### src/rtl/pps_pkg.sv
`timescale 1ns / 1ps
// ----------------------------------------------------------------------------
// pps_pkg
// Types and constants shared by the scheduler cells and the top level.
// ----------------------------------------------------------------------------
package pps_pkg;

  // time needs room for the largest arrival plus every burst of a full set
  localparam int TIME_W   = 23;
  localparam int OUT_TW   = 21;
  localparam int IDX_W    = 6;   // covers the largest supported task count

  typedef logic [TIME_W-1:0] time_val_t;

  typedef enum logic [1:0] {
    ST_LOAD,
    ST_SWEEP,
    ST_EMIT
  } state_t;

  // running search record handed from cell to cell
  typedef struct packed {
    logic             found;
    logic [7:0]       best_prio;
    logic [IDX_W-1:0] best_idx;
    logic [15:0]      best_rem;
    logic             nxt_valid;
    logic [15:0]      nxt_arr;
    logic             any_left;
  } carry_t;

  // one time slice granted to a task
  typedef struct packed {
    logic             en;
    logic [IDX_W-1:0] idx;
    time_val_t        run;
  } dispatch_t;

  // per-task figures moved out through the shift path
  typedef struct packed {
    logic [15:0] arr;
    logic [15:0] burst;
    time_val_t   first;
    time_val_t   done;
  } res_t;

endpackage

### src/rtl/pps_cell.sv
`timescale 1ns / 1ps
// ----------------------------------------------------------------------------
// pps_cell
// One task slot: holds the task, joins the search record, takes dispatches, shifts results.
// ----------------------------------------------------------------------------
module pps_cell #(
  parameter int IDX = 0,
  parameter int IW  = 4
) (
  input  logic                 clk,
  input  logic                 rst,
  input  logic                 load_en,
  input  logic [IW-1:0]        load_idx,
  input  logic [15:0]          load_arr,
  input  logic [15:0]          load_burst,
  input  logic [7:0]           load_prio,
  input  logic                 clear,
  input  pps_pkg::time_val_t   now,
  input  pps_pkg::dispatch_t   disp,
  input  logic                 shift_en,
  input  pps_pkg::res_t        shift_in,
  output pps_pkg::res_t        shift_out,
  input  pps_pkg::carry_t      carry_in,
  output pps_pkg::carry_t      carry_out
);
  import pps_pkg::*;

  logic        live;
  logic [15:0] arr;
  logic [15:0] burst;
  logic [15:0] rem;
  logic [7:0]  prio;
  logic        started;
  time_val_t   first;
  time_val_t   done;
  carry_t      carry_next;

  logic pending, is_ready, is_future, hit;

  assign pending   = live && (rem != 16'd0);
  assign is_ready  = pending && ({{(TIME_W-16){1'b0}}, arr} <= now);
  assign is_future = pending && !is_ready;
  assign hit       = disp.en && (disp.idx == IDX_W'(IDX));

  always_comb begin
    carry_next = carry_in;
    if (pending) carry_next.any_left = 1'b1;
    // strict compare keeps the lower index on a tie
    if (is_ready && (!carry_in.found || prio < carry_in.best_prio)) begin
      carry_next.found     = 1'b1;
      carry_next.best_prio = prio;
      carry_next.best_idx  = IDX_W'(IDX);
      carry_next.best_rem  = rem;
    end
    if (is_future && (!carry_in.nxt_valid || arr < carry_in.nxt_arr)) begin
      carry_next.nxt_valid = 1'b1;
      carry_next.nxt_arr   = arr;
    end
  end

  always_ff @(posedge clk) begin
    carry_out <= carry_next;
  end

  always_ff @(posedge clk) begin
    if (rst) begin
      live    <= 1'b0;
      started <= 1'b0;
    end else if (load_en && load_idx == IW'(IDX)) begin
      live  <= 1'b1;
      arr   <= load_arr;
      burst <= load_burst;
      rem   <= load_burst;
      prio  <= load_prio;
      // a zero burst finishes on arrival and never runs
      started <= (load_burst == 16'd0);
      first   <= {{(TIME_W-16){1'b0}}, load_arr};
      done    <= {{(TIME_W-16){1'b0}}, load_arr};
    end else if (clear) begin
      live    <= 1'b0;
      started <= 1'b0;
    end else if (shift_en) begin
      arr   <= shift_in.arr;
      burst <= shift_in.burst;
      first <= shift_in.first;
      done  <= shift_in.done;
    end else if (hit) begin
      if (!started) begin
        started <= 1'b1;
        first   <= now;
      end
      rem <= rem - disp.run[15:0];
      if ({{(TIME_W-16){1'b0}}, rem} == disp.run) done <= now + disp.run;
    end
  end

  assign shift_out = '{arr: arr, burst: burst, first: first, done: done};

endmodule

### config.mk
export PLATFORM = sky130hd
export DESIGN_NAME = pps_cell
export DESIGN_NICKNAME = d
export VERILOG_FILES = /design/src/rtl/pps_pkg.sv /design/src/rtl/pps_cell.sv
export SDC_FILE = /design/constraint.sdc
export NUM_CORES = 1
export LEC_CHECK = 0
export ABC_AREA = 1
export BUFFER_PORTS_ARGS = -buffer_cell sky130_fd_sc_hd__buf_2
export CELL_PAD_IN_SITES_DETAIL_PLACEMENT = 0
export CELL_PAD_IN_SITES_GLOBAL_PLACEMENT = 2
export CORE_AREA = 2 2 190 192
export CTS_BUF_LIST = sky130_fd_sc_hd__clkbuf_16
export DETAILED_ROUTE_END_ITERATION = 10
export DIE_AREA = 0 0 192 194
export GPL_ROUTABILITY_DRIVEN = 0
export PLACE_DENSITY_LB_ADDON = 0.1
export SYNTH_ARGS = -nofsm -noshare
export SYNTH_HDL_FRONTEND = slang
export SYNTH_SLANG_ARGS = --single-unit
### constraint.sdc
create_clock -name clk -period 6.5 [get_ports clk]
set_clock_uncertainty 0.1 [all_clocks]
set_input_delay 1.3 -clock clk [delete_from_list [all_inputs] [get_ports clk]]
set_output_delay 1.3 -clock clk [all_outputs]
set_load 0.02 [all_outputs]
-- After elaboration in Yosys (flattened, before gate mapping)
Index checks and enable logic that the tools add are counted.
W data, S select, Z words.
- bits in registers: 153
- output and inout port bits: 127
- logic and storage cells: 84
- add/sub/neg operators: 2
- reduce and logical (&&, ||, !) cells: 28
- mux-type cells: 28
- equality and inequality tests: 5
- bitwise logic cells: 1
- order comparisons: 3
- operators by type and width (operator ; count):
    $mux W16 ; 13
    $mux W23 ; 8
    $mux W30 ; 1
    $add A23 B23 Y23 ; 1
    $eq A16 B23 Y1 ; 1
    $le A16 B23 Y1 ; 1
    $logic_not A16 Y1 ; 1
    $lt A16 B16 Y1 ; 1
    $reduce_bool A16 Y1 ; 1
    $sub A16 B16 Y16 ; 1
    $reduce_and A4 Y1 ; 3
    $reduce_bool A3 Y1 ; 3
    $lt A8 B8 Y1 ; 1
    $logic_and A1 B1 Y1 ; 7
    $logic_not A6 Y1 ; 1
    $mux W1 ; 6
    $ne A3 B2 Y1 const B ; 2
    $reduce_bool A2 Y1 ; 3
    $logic_not A4 Y1 ; 1
    $ne A2 B1 Y1 const B ; 2
    $reduce_and A2 Y1 ; 2
    $logic_not A1 Y1 ; 3
    $reduce_and A3 Y1 ; 1
    $logic_or A1 B1 Y1 ; 2
    $not A1 Y1 ; 1

-- Depth between registers and ports, before layout
Gate-level depths: netlist of the first run.
- word-level depth: 7
- depth in mapped cells: 16
- mapped depth without buffers: 15

-- Least setup slack after synthesis of the first run
Ideal clock, no wire load.
- kind: input to register
- from: input load_idx[3]
- to: register first[0], enable pin
- path buffers: 1
- arrival: 4.806 ns
- stages on the path: 10
- library setup time: 0.435 ns
- path slack: 1.159 ns
- path through: nor2_1 > nand3_1 > buf_2 > nor2_1 > inv_1 > nand2_1 > inv_1 > nor2_1 > inv_1 > o21ai_0
- longest elaborated chain between the ends: 4
- elaborated cells between the ends (all ways): 6
- classes of those cells: eq/ne: 2; reduce/logical: 4
- RTL lines (element ; line ; text):
    start: declaration ; pps_cell.sv:13 ; input logic [IW-1:0] load_idx,
    $logic_not A4 Y1 * ; pps_cell.sv:69 ; end else if (load_en && load_idx == IW'(IDX)) begin
    $logic_and A1 B1 Y1 * ; pps_cell.sv:69 ;
    $ne A3 B2 Y1 (no line) (tied with other cells) ; -- ;
    $reduce_and A4 Y1 (no line) * ; -- ;
    end signal: assignment ; pps_cell.sv:77 ; first <= {{(TIME_W-16){1'b0}}, load_arr};
    end signal: assignment ; pps_cell.sv:85 ; first <= shift_in.first;
    end signal: assignment ; pps_cell.sv:90 ; first <= now;
    end: declaration ; pps_cell.sv:34 ; time_val_t first;
Every way passes the cells marked *; elsewhere a longest branch is shown, timed or not.
A chain may end at the register's enable or synchronous reset.

-- Worst setup path after layout of the first run
- from: input load_idx[3]
- to: register done[11], enable pin
- longest elaborated chain between the ends: 4
- elaborated cells between the ends (all ways): 6
- classes of those cells: eq/ne: 1; reduce/logical: 5
- RTL lines (element ; line ; text):
    $logic_not A4 Y1 * ; pps_cell.sv:69 ;
    $logic_and A1 B1 Y1 * ; pps_cell.sv:69 ;
    $ne A2 B1 Y1 (no line) or $reduce_bool A3 Y1 (tied branches) ; -- ;
    $reduce_and A4 Y1 (no line) * ; -- ;
    end signal: assignment ; pps_cell.sv:78 ; done <= {{(TIME_W-16){1'b0}}, load_arr};
    end signal: assignment ; pps_cell.sv:86 ; done <= shift_in.done;
    end signal: assignment ; pps_cell.sv:93 ; if ({{(TIME_W-16){1'b0}}, rem} == disp.run) done <= now + disp.run;
    end: declaration ; pps_cell.sv:35 ; time_val_t done;
Marked as above.

==> results of run 1 <==
per-stage QoR:
stage                     std cells  utilization (%)  hold WS [ns]  worst slack [ns]
after detailed placement       1977             33.1         0.418              1.95
after floorplan                1182                -         0.358              1.16
after global placement         1977             33.1         0.423              2.01
after global routing           2013             34.9         0.469              2.23
after CTS                      2009             34.8         0.433              2.42
final                          2016             34.9         0.427              2.48
sequential cells by signal (all words and copies together) (netlist names):
name / flops
carry_out: 49
arr: 16
live: 1
first: 23
started: 1
prio: 8
burst: 16
done: 23
rem: 16
critical path, cell delays in order:
cell and delay, ns:
buf_2 0.10, nor2_1 0.12, nand3_2 0.51, nor2_1 0.86, inv_1 0.21, nand2_1 0.13, nand2_1 0.12, o31ai_4 0.27
buf_4 0.37
Yosys cell counts (2+ instances only):
master and instances:
buf_1 2, nand2_2 11, nor2_1 62, buf_2 7, edfxtp_1 102, inv_1 149, a22oi_1 7, fa_1 2
ha_1 75, a21oi_1 56, nand2_4 2, xor2_1 5, inv_2 2, nand4_1 33, nand3_1 63, nor4_1 8
nand3_2 2, o31ai_1 2, clkbuf_1 15, o22ai_1 4, a21o_1 6, o21ai_0 44, o211ai_1 20, xnor2_1 6
nor3_1 5, o21bai_1 5, nand2_1 404, o21a_1 6, buf_4 4, dfxtp_1 51, nand3b_1 6, or2_2 5
path summary, 6_finish.rpt:
kind	cells past startpoint	start	endpoint
worst max-delay path	9	load_idx[3]	done[11]
worst min-delay path	2	live	live
worst max register to register	9	prio[5]	carry_out[19]
worst min register to register	2	live	live
final cells by class:
type | instances | share of cell area (%)
diodes | 7 | 0.143
clock buffers | 20 | 4.07
clock inverters | 12 | 0.795
inverters | 152 | 4.65
multi-input cells | 848 | 37.4
flip-flops and latches | 153 | 33.2
well taps | 461 | 4.70
repair buffers | 363 | 15.0
layer usage:
| metal | vias to the layer above | routed length (microns) |
|---|---|---|
| met5 | - | 56 |
| met4 | 8 | 775 |
| met3 | 43 | 2550 |
| met2 | 248 | 17900 |
| met1 | 4185 | 17000 |
| li1 | 4653 | - |
power groups by stage:
| stage | Combinational [uW] | Sequential, uW | Clock, uW |
|---|---|---|---|
| 2_1_floorplan | 255 | 1200 | 0 |
| 3_3_place_gp | 543 | 1140 | 0 |
| 3_5_place_dp | 544 | 1140 | 0 |
| 4_1_cts | 546 | 1120 | 1060 |
| 5_1_grt | 608 | 1130 | 1100 |
| 6_report | 538 | 1120 | 1040 |
cell families after synthesis:
kind of cell | count (synthesis) | share of synthesized area [%]
simple gates | 606 | 27.7
buf+inv | 181 | 7.63
compound gates | 154 | 9.62
flops | 153 | 43.6
fa+ha+maj | 77 | 10.4
xor+xnor | 11 | 1.03
==> metrics.md, run 1 <==
| Metric | Value |
|---|---|
| H-tree lvl count | `4` |
| Setup Crit Path Kind | `in2reg` |
| Top_reg_cell synth | `edfxtp_1` |
| Initial antenna violation count | `11` |
| Int Power | `1860 uW` |
| Multi-input logic area | `4600 sq um` |
| Final WL | `about 38 mm` |
| Detailed-route via count | `just over 9k` |
| GR Util met1 | `a little over a quarter` |
| Worst-case vdd ir drop | `approximately 0.20 mV` |
| Postcts setup bufs | `0` |
| Cell Area, Synth | `9370 sq um` |
| Post-layout instance area | `12300 sq um` |
| Outcome | `finished, final reports clean` |
| Unique masters post-synth | `43` |
| Initial Utilization | `a little over a quarter` |
| Arrival time worst endpoint | `between 4 and 5 ns` |
| Number of synthesized register bits | `about 150` |
| Layout cell share with drive strength beyond 1 | `around 27%` |
| Switching Fraction | `30.8%` |
| P_sw | `around 830 uW` |
| Worst-Skew Late Latency | `0.45 ns` |
| Post-synth EDFFs | `roughly 100` |
| Shortest period the worst path allows | `between 4 and 5 ns` |
| Type of origin of the critical path | `primary input` |
| Most common cell after layout, fill and taps aside | `nand2_1` |
| Filler Cell Count | `between 3k and 4k` |
| Leak pwr | `between 0.006 and 0.007 uW` |
| F_max | `approximately 0.25 GHz` |
| Mean post-synth cell area | `roughly 7.9 sq um` |
| Setup TNS | `0 ns` |
| Router iterations before antenna repair | `6` |
| R2R setup slack | `approximately 3.4 ns` |
| Antenna Nets Post-Route | `0` |
| Hold crit path type | `reg2reg` |
| CP max FO | `23` |
| GRT Overall Usage | `between 20% and 30%` |
| Overflow after GRT | `0` |
| Top cells by area, synth | `edfxtp_1 33%, nand2_1 16%, dfxtp_1 11%` |
| DR WL/cell | `19.0 microns` |
| Design Power | `between 2000 and 3000 uW` |
| Drt initial violations | `between 500 and 600` |
| Final worst path period share | `roughly three fifths` |
| Largest net degree at the start of global routing | `47` |
| Vias in the first global route | `between 9k and 10k` |
| Clock buffer depth | `2` |
| Root buffer cell | `clkbuf_16` |
| Num rows | `about 70` |
| Yosys top cell area share | `32.7%` |
| CTS tree | `done` |
| Final Net Count | `roughly 1.8k` |
| Power density over cell area | `approximately 220 nW/um^2` |
| Post-CTS Hold Fix Bufs | `0` |
| Met2 usage | `around 34%` |
| Post-synth top area cell | `edfxtp_1` |
| TritonCTS Sinks | `about 150` |
| Ys async rst share | `0%` |
| Die Ht | `around 190 microns` |
| Hpwl dp | `~31 mm` |
| DP Area | `11700 sq um` |
| Crit. End Element | `register` |
| CTS Buf Count | `17` |
| First-pass GRT wire length | `about 56 mm` |
| Routing usage on met3 | `5.56%` |
| Area grow syn2layout | `31.1%` |
| Post-CTS sizing | `0` |
| MaxCap Viol Count | `0` |
| Post-Syn Nets | `between 1k and 1.5k` |
| I/O Buffers | `355` |
| Clk pwr share | `38.4%` |
| Rel. slew slack | `33.2%` |
| Slew Viols, Final | `0` |
| Seq pwr share | `between 40% and 50%` |
| Io pins | `approximately 360` |
| Worst-Margin Slew | `roughly 1 ns` |
| Synth warnings | `0` |
| Die area | `approximately 37000 sq um` |
| Final Hold Fails | `0` |
| Combinational share of power | `~20%` |
| Setup Viol. Count Final | `0` |
| Post-Syn Instances | `about 1.2k` |
| FF/Latch Area | `4080 sq um` |
| Vias per cell | `approximately 4.5` |
| Busiest grt layer | `met2` |
| CP required | `between 6 and 7 ns` |
| DR DRC count | `0` |
| Die width | `~190 microns` |
| Post-synthesis sequential area ratio | `a little over two fifths` |
| RSZ-0062 raised after global routing | `no` |
| Core area | `~35000 sq um` |
| Clk slew on worst S/H paths | `roughly 0.060 ns` |
| Most frequent cells in the layout | `404 x nand2_1, 355 x buf_2, 149 x inv_1, 102 x edfxtp_1, 75 x ha_1` |
No activity file was read; power rests on OpenSTA's default activity.
==> inputs of run 2 (changes only) <==
==> constraint.sdc (replaced) <==
create_clock -name clk -period 4 [get_ports clk]
set_clock_uncertainty 0.1 [all_clocks]
set_input_delay 0.8 -clock clk [delete_from_list [all_inputs] [get_ports clk]]
set_output_delay 0.8 -clock clk [all_outputs]
set_load 0.02 [all_outputs]
==> metrics.md, run 2 (synthesis results as in run 1) <==
| Metric | Value |
|---|---|
| Outcome | `finished, final reports clean (unchanged)` |
| TritonCTS Sinks | `153 (unchanged)` |
| Worst-Skew Late Latency | `0.45 ns (about the same)` |
| Clk slew on worst S/H paths | `0.07 ns (was 0.06 ns)` |
| Crit-path most repeated cell | `buf_4` |
| Post-Layout Cell Count | `2022 (was 2016)` |
| Final Net Count | `1851 (was 1841)` |
| MaxCap Viol Count | `0 (unchanged)` |
| Type of origin of the critical path | `primary input (unchanged)` |
| Slew Viols, Final | `0 (unchanged)` |
| First-pass GRT wire length | `55.8 mm (was 56.4 mm)` |
| Setup Viol. Count Final | `0 (unchanged)` |
| CTS Buf Count | `17 (unchanged)` |
| Seq pwr share | `41.5% (was 41.6%)` |
| Initial antenna violation count | `7 (was 11)` |
| Largest register by flop count | `carry_out (unchanged)` |
| Leak pwr | `0.00638 uW (was 0.00634 uW)` |
| Clk pwr share | `38.3% (was 38.4%)` |
| Family with the most delay on the worst path | `simple AND/OR/NAND/NOR gates (unchanged)` |
| CP required | `3.99 ns (was 6.51 ns)` |
| Max reg flops | `49 (unchanged)` |
| Drt initial violations | `542 (was 523)` |
| Overflow after GRT | `0 (unchanged)` |
| Critical-path top delay cell | `nor4_1 (was nor2_1)` |
| Worst path buffer plus inverter count | `3 (unchanged)` |
| Power density over cell area | `355 nW/um^2 (was 219 nW/um^2)` |
| Io pins | `356 (unchanged)` |
| Pre-CTS setup slack | `0.850 ns (was 1.95 ns)` |
| Final worst path period share | `between 60 and 70%` |
| Crit-path cells | `buf_2 -> or2_2 -> nor4_1 -> buf_4 -> nand2_1 -> o31ai_4 -> buf_4 (was buf_2 -> nor2_1 -> nand3_2 -> nor2_1 -> inv_1 -> nand2_1 -> nand2_1 -> o31ai_4 -> buf_4)` |
| Smallest hold slack | `0.425 ns (was 0.427 ns)` |
| Final Hold Fails | `0 (unchanged)` |
| Area grow syn2layout | `31.6% (was 31.1%)` |
| Setup Crit Path Kind | `in2reg (unchanged)` |
| Die area | `37200 sq um (unchanged)` |
| Vias per cell | `4.55 (was 4.53)` |
| F_max | `around 0.37 GHz` |
| Shortest period the worst path allows | `2.69 ns` |
| Largest registers | `carry_out (49), done (23), first (23) (unchanged)` |
| Hpwl dp | `31.6 mm (was 31.4 mm)` |
| DR DRC count | `0 (unchanged)` |
| Die width | `192 microns (unchanged)` |
| P_sw | `1360 uW (was 831 uW)` |
| Clock buffer depth | `2 (unchanged)` |
| H-tree lvl count | `4 (unchanged)` |
| Hold crit path type | `in2reg (was reg2reg)` |
| Postcts setup bufs | `0 (unchanged)` |
| Root buffer cell | `clkbuf_16 (unchanged)` |
| Fin util | `35.0% (was 34.9%)` |
| Rel. slew slack | `41.0% (was 33.2%)` |
| Initial Utilization | `26.6% (unchanged)` |
| Crit. End Element | `register (unchanged)` |
| Core area | `35200 sq um (unchanged)` |
| Worst-case vdd ir drop | `0.307 mV (was 0.195 mV)` |
| Largest net degree at the start of global routing | `47 (unchanged)` |
| RSZ-0062 raised after global routing | `no (unchanged)` |
| GRT Overall Usage | `20.6% (about the same)` |
| Switching Fraction | `31.1% (was 30.8%)` |
| Num rows | `69 (unchanged)` |
| Placed cell count | `1987 (was 1977)` |
| Detailed-route via count | `9192 (was 9137)` |
| Combinational share of power | `20.2% (was 20.0%)` |
| CP max FO | `23 (unchanged)` |
| Max stage delay on crit path | `0.48 ns (was 0.86 ns)` |
| DR WL/cell | `19.1 microns (was 19.0 microns)` |
| Int Power | `3020 uW (was 1860 uW)` |
| Final WL | `38.7 mm (was 38.3 mm)` |
| Post-CTS Hold Fix Bufs | `0 (unchanged)` |
| Setup ws final | `1.31 ns (was 2.48 ns)` |
| Layout cell share with drive strength beyond 1 | `27.9% (was 27.5%)` |
| Router iterations before antenna repair | `5 (was 6)` |
| Arrival time worst endpoint | `2.68 ns (was 4.03 ns)` |
| Antenna Nets Post-Route | `0 (unchanged)` |
| CTS tree | `done (unchanged)` |
| Post-CTS sizing | `0 (unchanged)` |
| Vias in the first global route | `9046 (was 9193)` |
| Most frequent cells in the layout | `404 x nand2_1, 355 x buf_2, 149 x inv_1, 102 x edfxtp_1, 75 x ha_1 (unchanged)` |
| Most common cell after layout, fill and taps aside | `nand2_1 (unchanged)` |
| Worst-Margin Slew | `0.884 ns (was 1.00 ns)` |
| I/O Buffers | `355 (unchanged)` |
| Die Ht | `194 microns (unchanged)` |
[run 2: cell types whose count changed in the layout (fill, tap and decap cells not counted), sizes merged]
cell	before	now
clkbuf	20	18
inv	157	161
clkinv	7	4
diode	7	3
buf	363	373
bufinv	0	1
[run 2: power by group through the flow]
stage	Sequential, uW	Combinational (uW)	Clock [uW]
2_1_floorplan	1950	415	0
4_1_cts	1820	898	1720
6_report	1820	885	1680
5_1_grt	1830	993	1770
3_3_place_gp	1850	893	0
3_5_place_dp	1850	896	0
[run 2: worst reg2reg max path, stage by stage (launching register included)]
cell	delay (ns)
edfxtp_1	0.48
ha_1	0.34
nand2_1	0.07
nor2_1	0.19
nand2_1	0.09
nor2_2	0.15
nand4_1	0.15
nand2_4	0.17
nand3_2	0.28
buf_4	0.32
nand2_1	0.09
nand2_1	0.05
[run 2: metrics by stage]
| stage | TNS [ns] | power, uW | instance area, sq um |
|---|---|---|---|
| after detailed placement | 0 | 2750 | 11700 |
| after floorplan | -12.36 | 2360 | 9370 |
| final | 0 | 4380 | 12300 |
| after global routing | 0 | 4590 | 12300 |
| after global placement | 0 | 2750 | 11700 |
| after CTS | 0 | 4430 | 12300 |
[run 2: final timing paths]
path,endpoint,slack [ns],cells after the start,from
hold reg to reg,carry_out[40],0.43,2,prio[0]
hold / removal,prio[0],0.43,1,load_prio[0]
setup / recovery,done[11],1.31,7,disp[26]
setup reg to reg,carry_out[18],1.41,11,arr[14]
[run 2: layout make-up]
cell class              instances  area (sq um)
diodes                          3          7.51
clock buffers                  18           450
clock inverters                14           130
fillers                      3878         22900
inverters                     152           571
multi-input cells             848          4600
flip-flops and latches        153          4080
well taps                     461           577
repair buffers                373          1910
[run 2: layer usage]
metal	wire, microns	up-vias	global-route usage [%]
met5	60	-	0
met4	617	8	5.57
met3	2320	40	4.36
met2	18300	260	33.7
met1	17500	4222	27.2
li1	-	4662	-
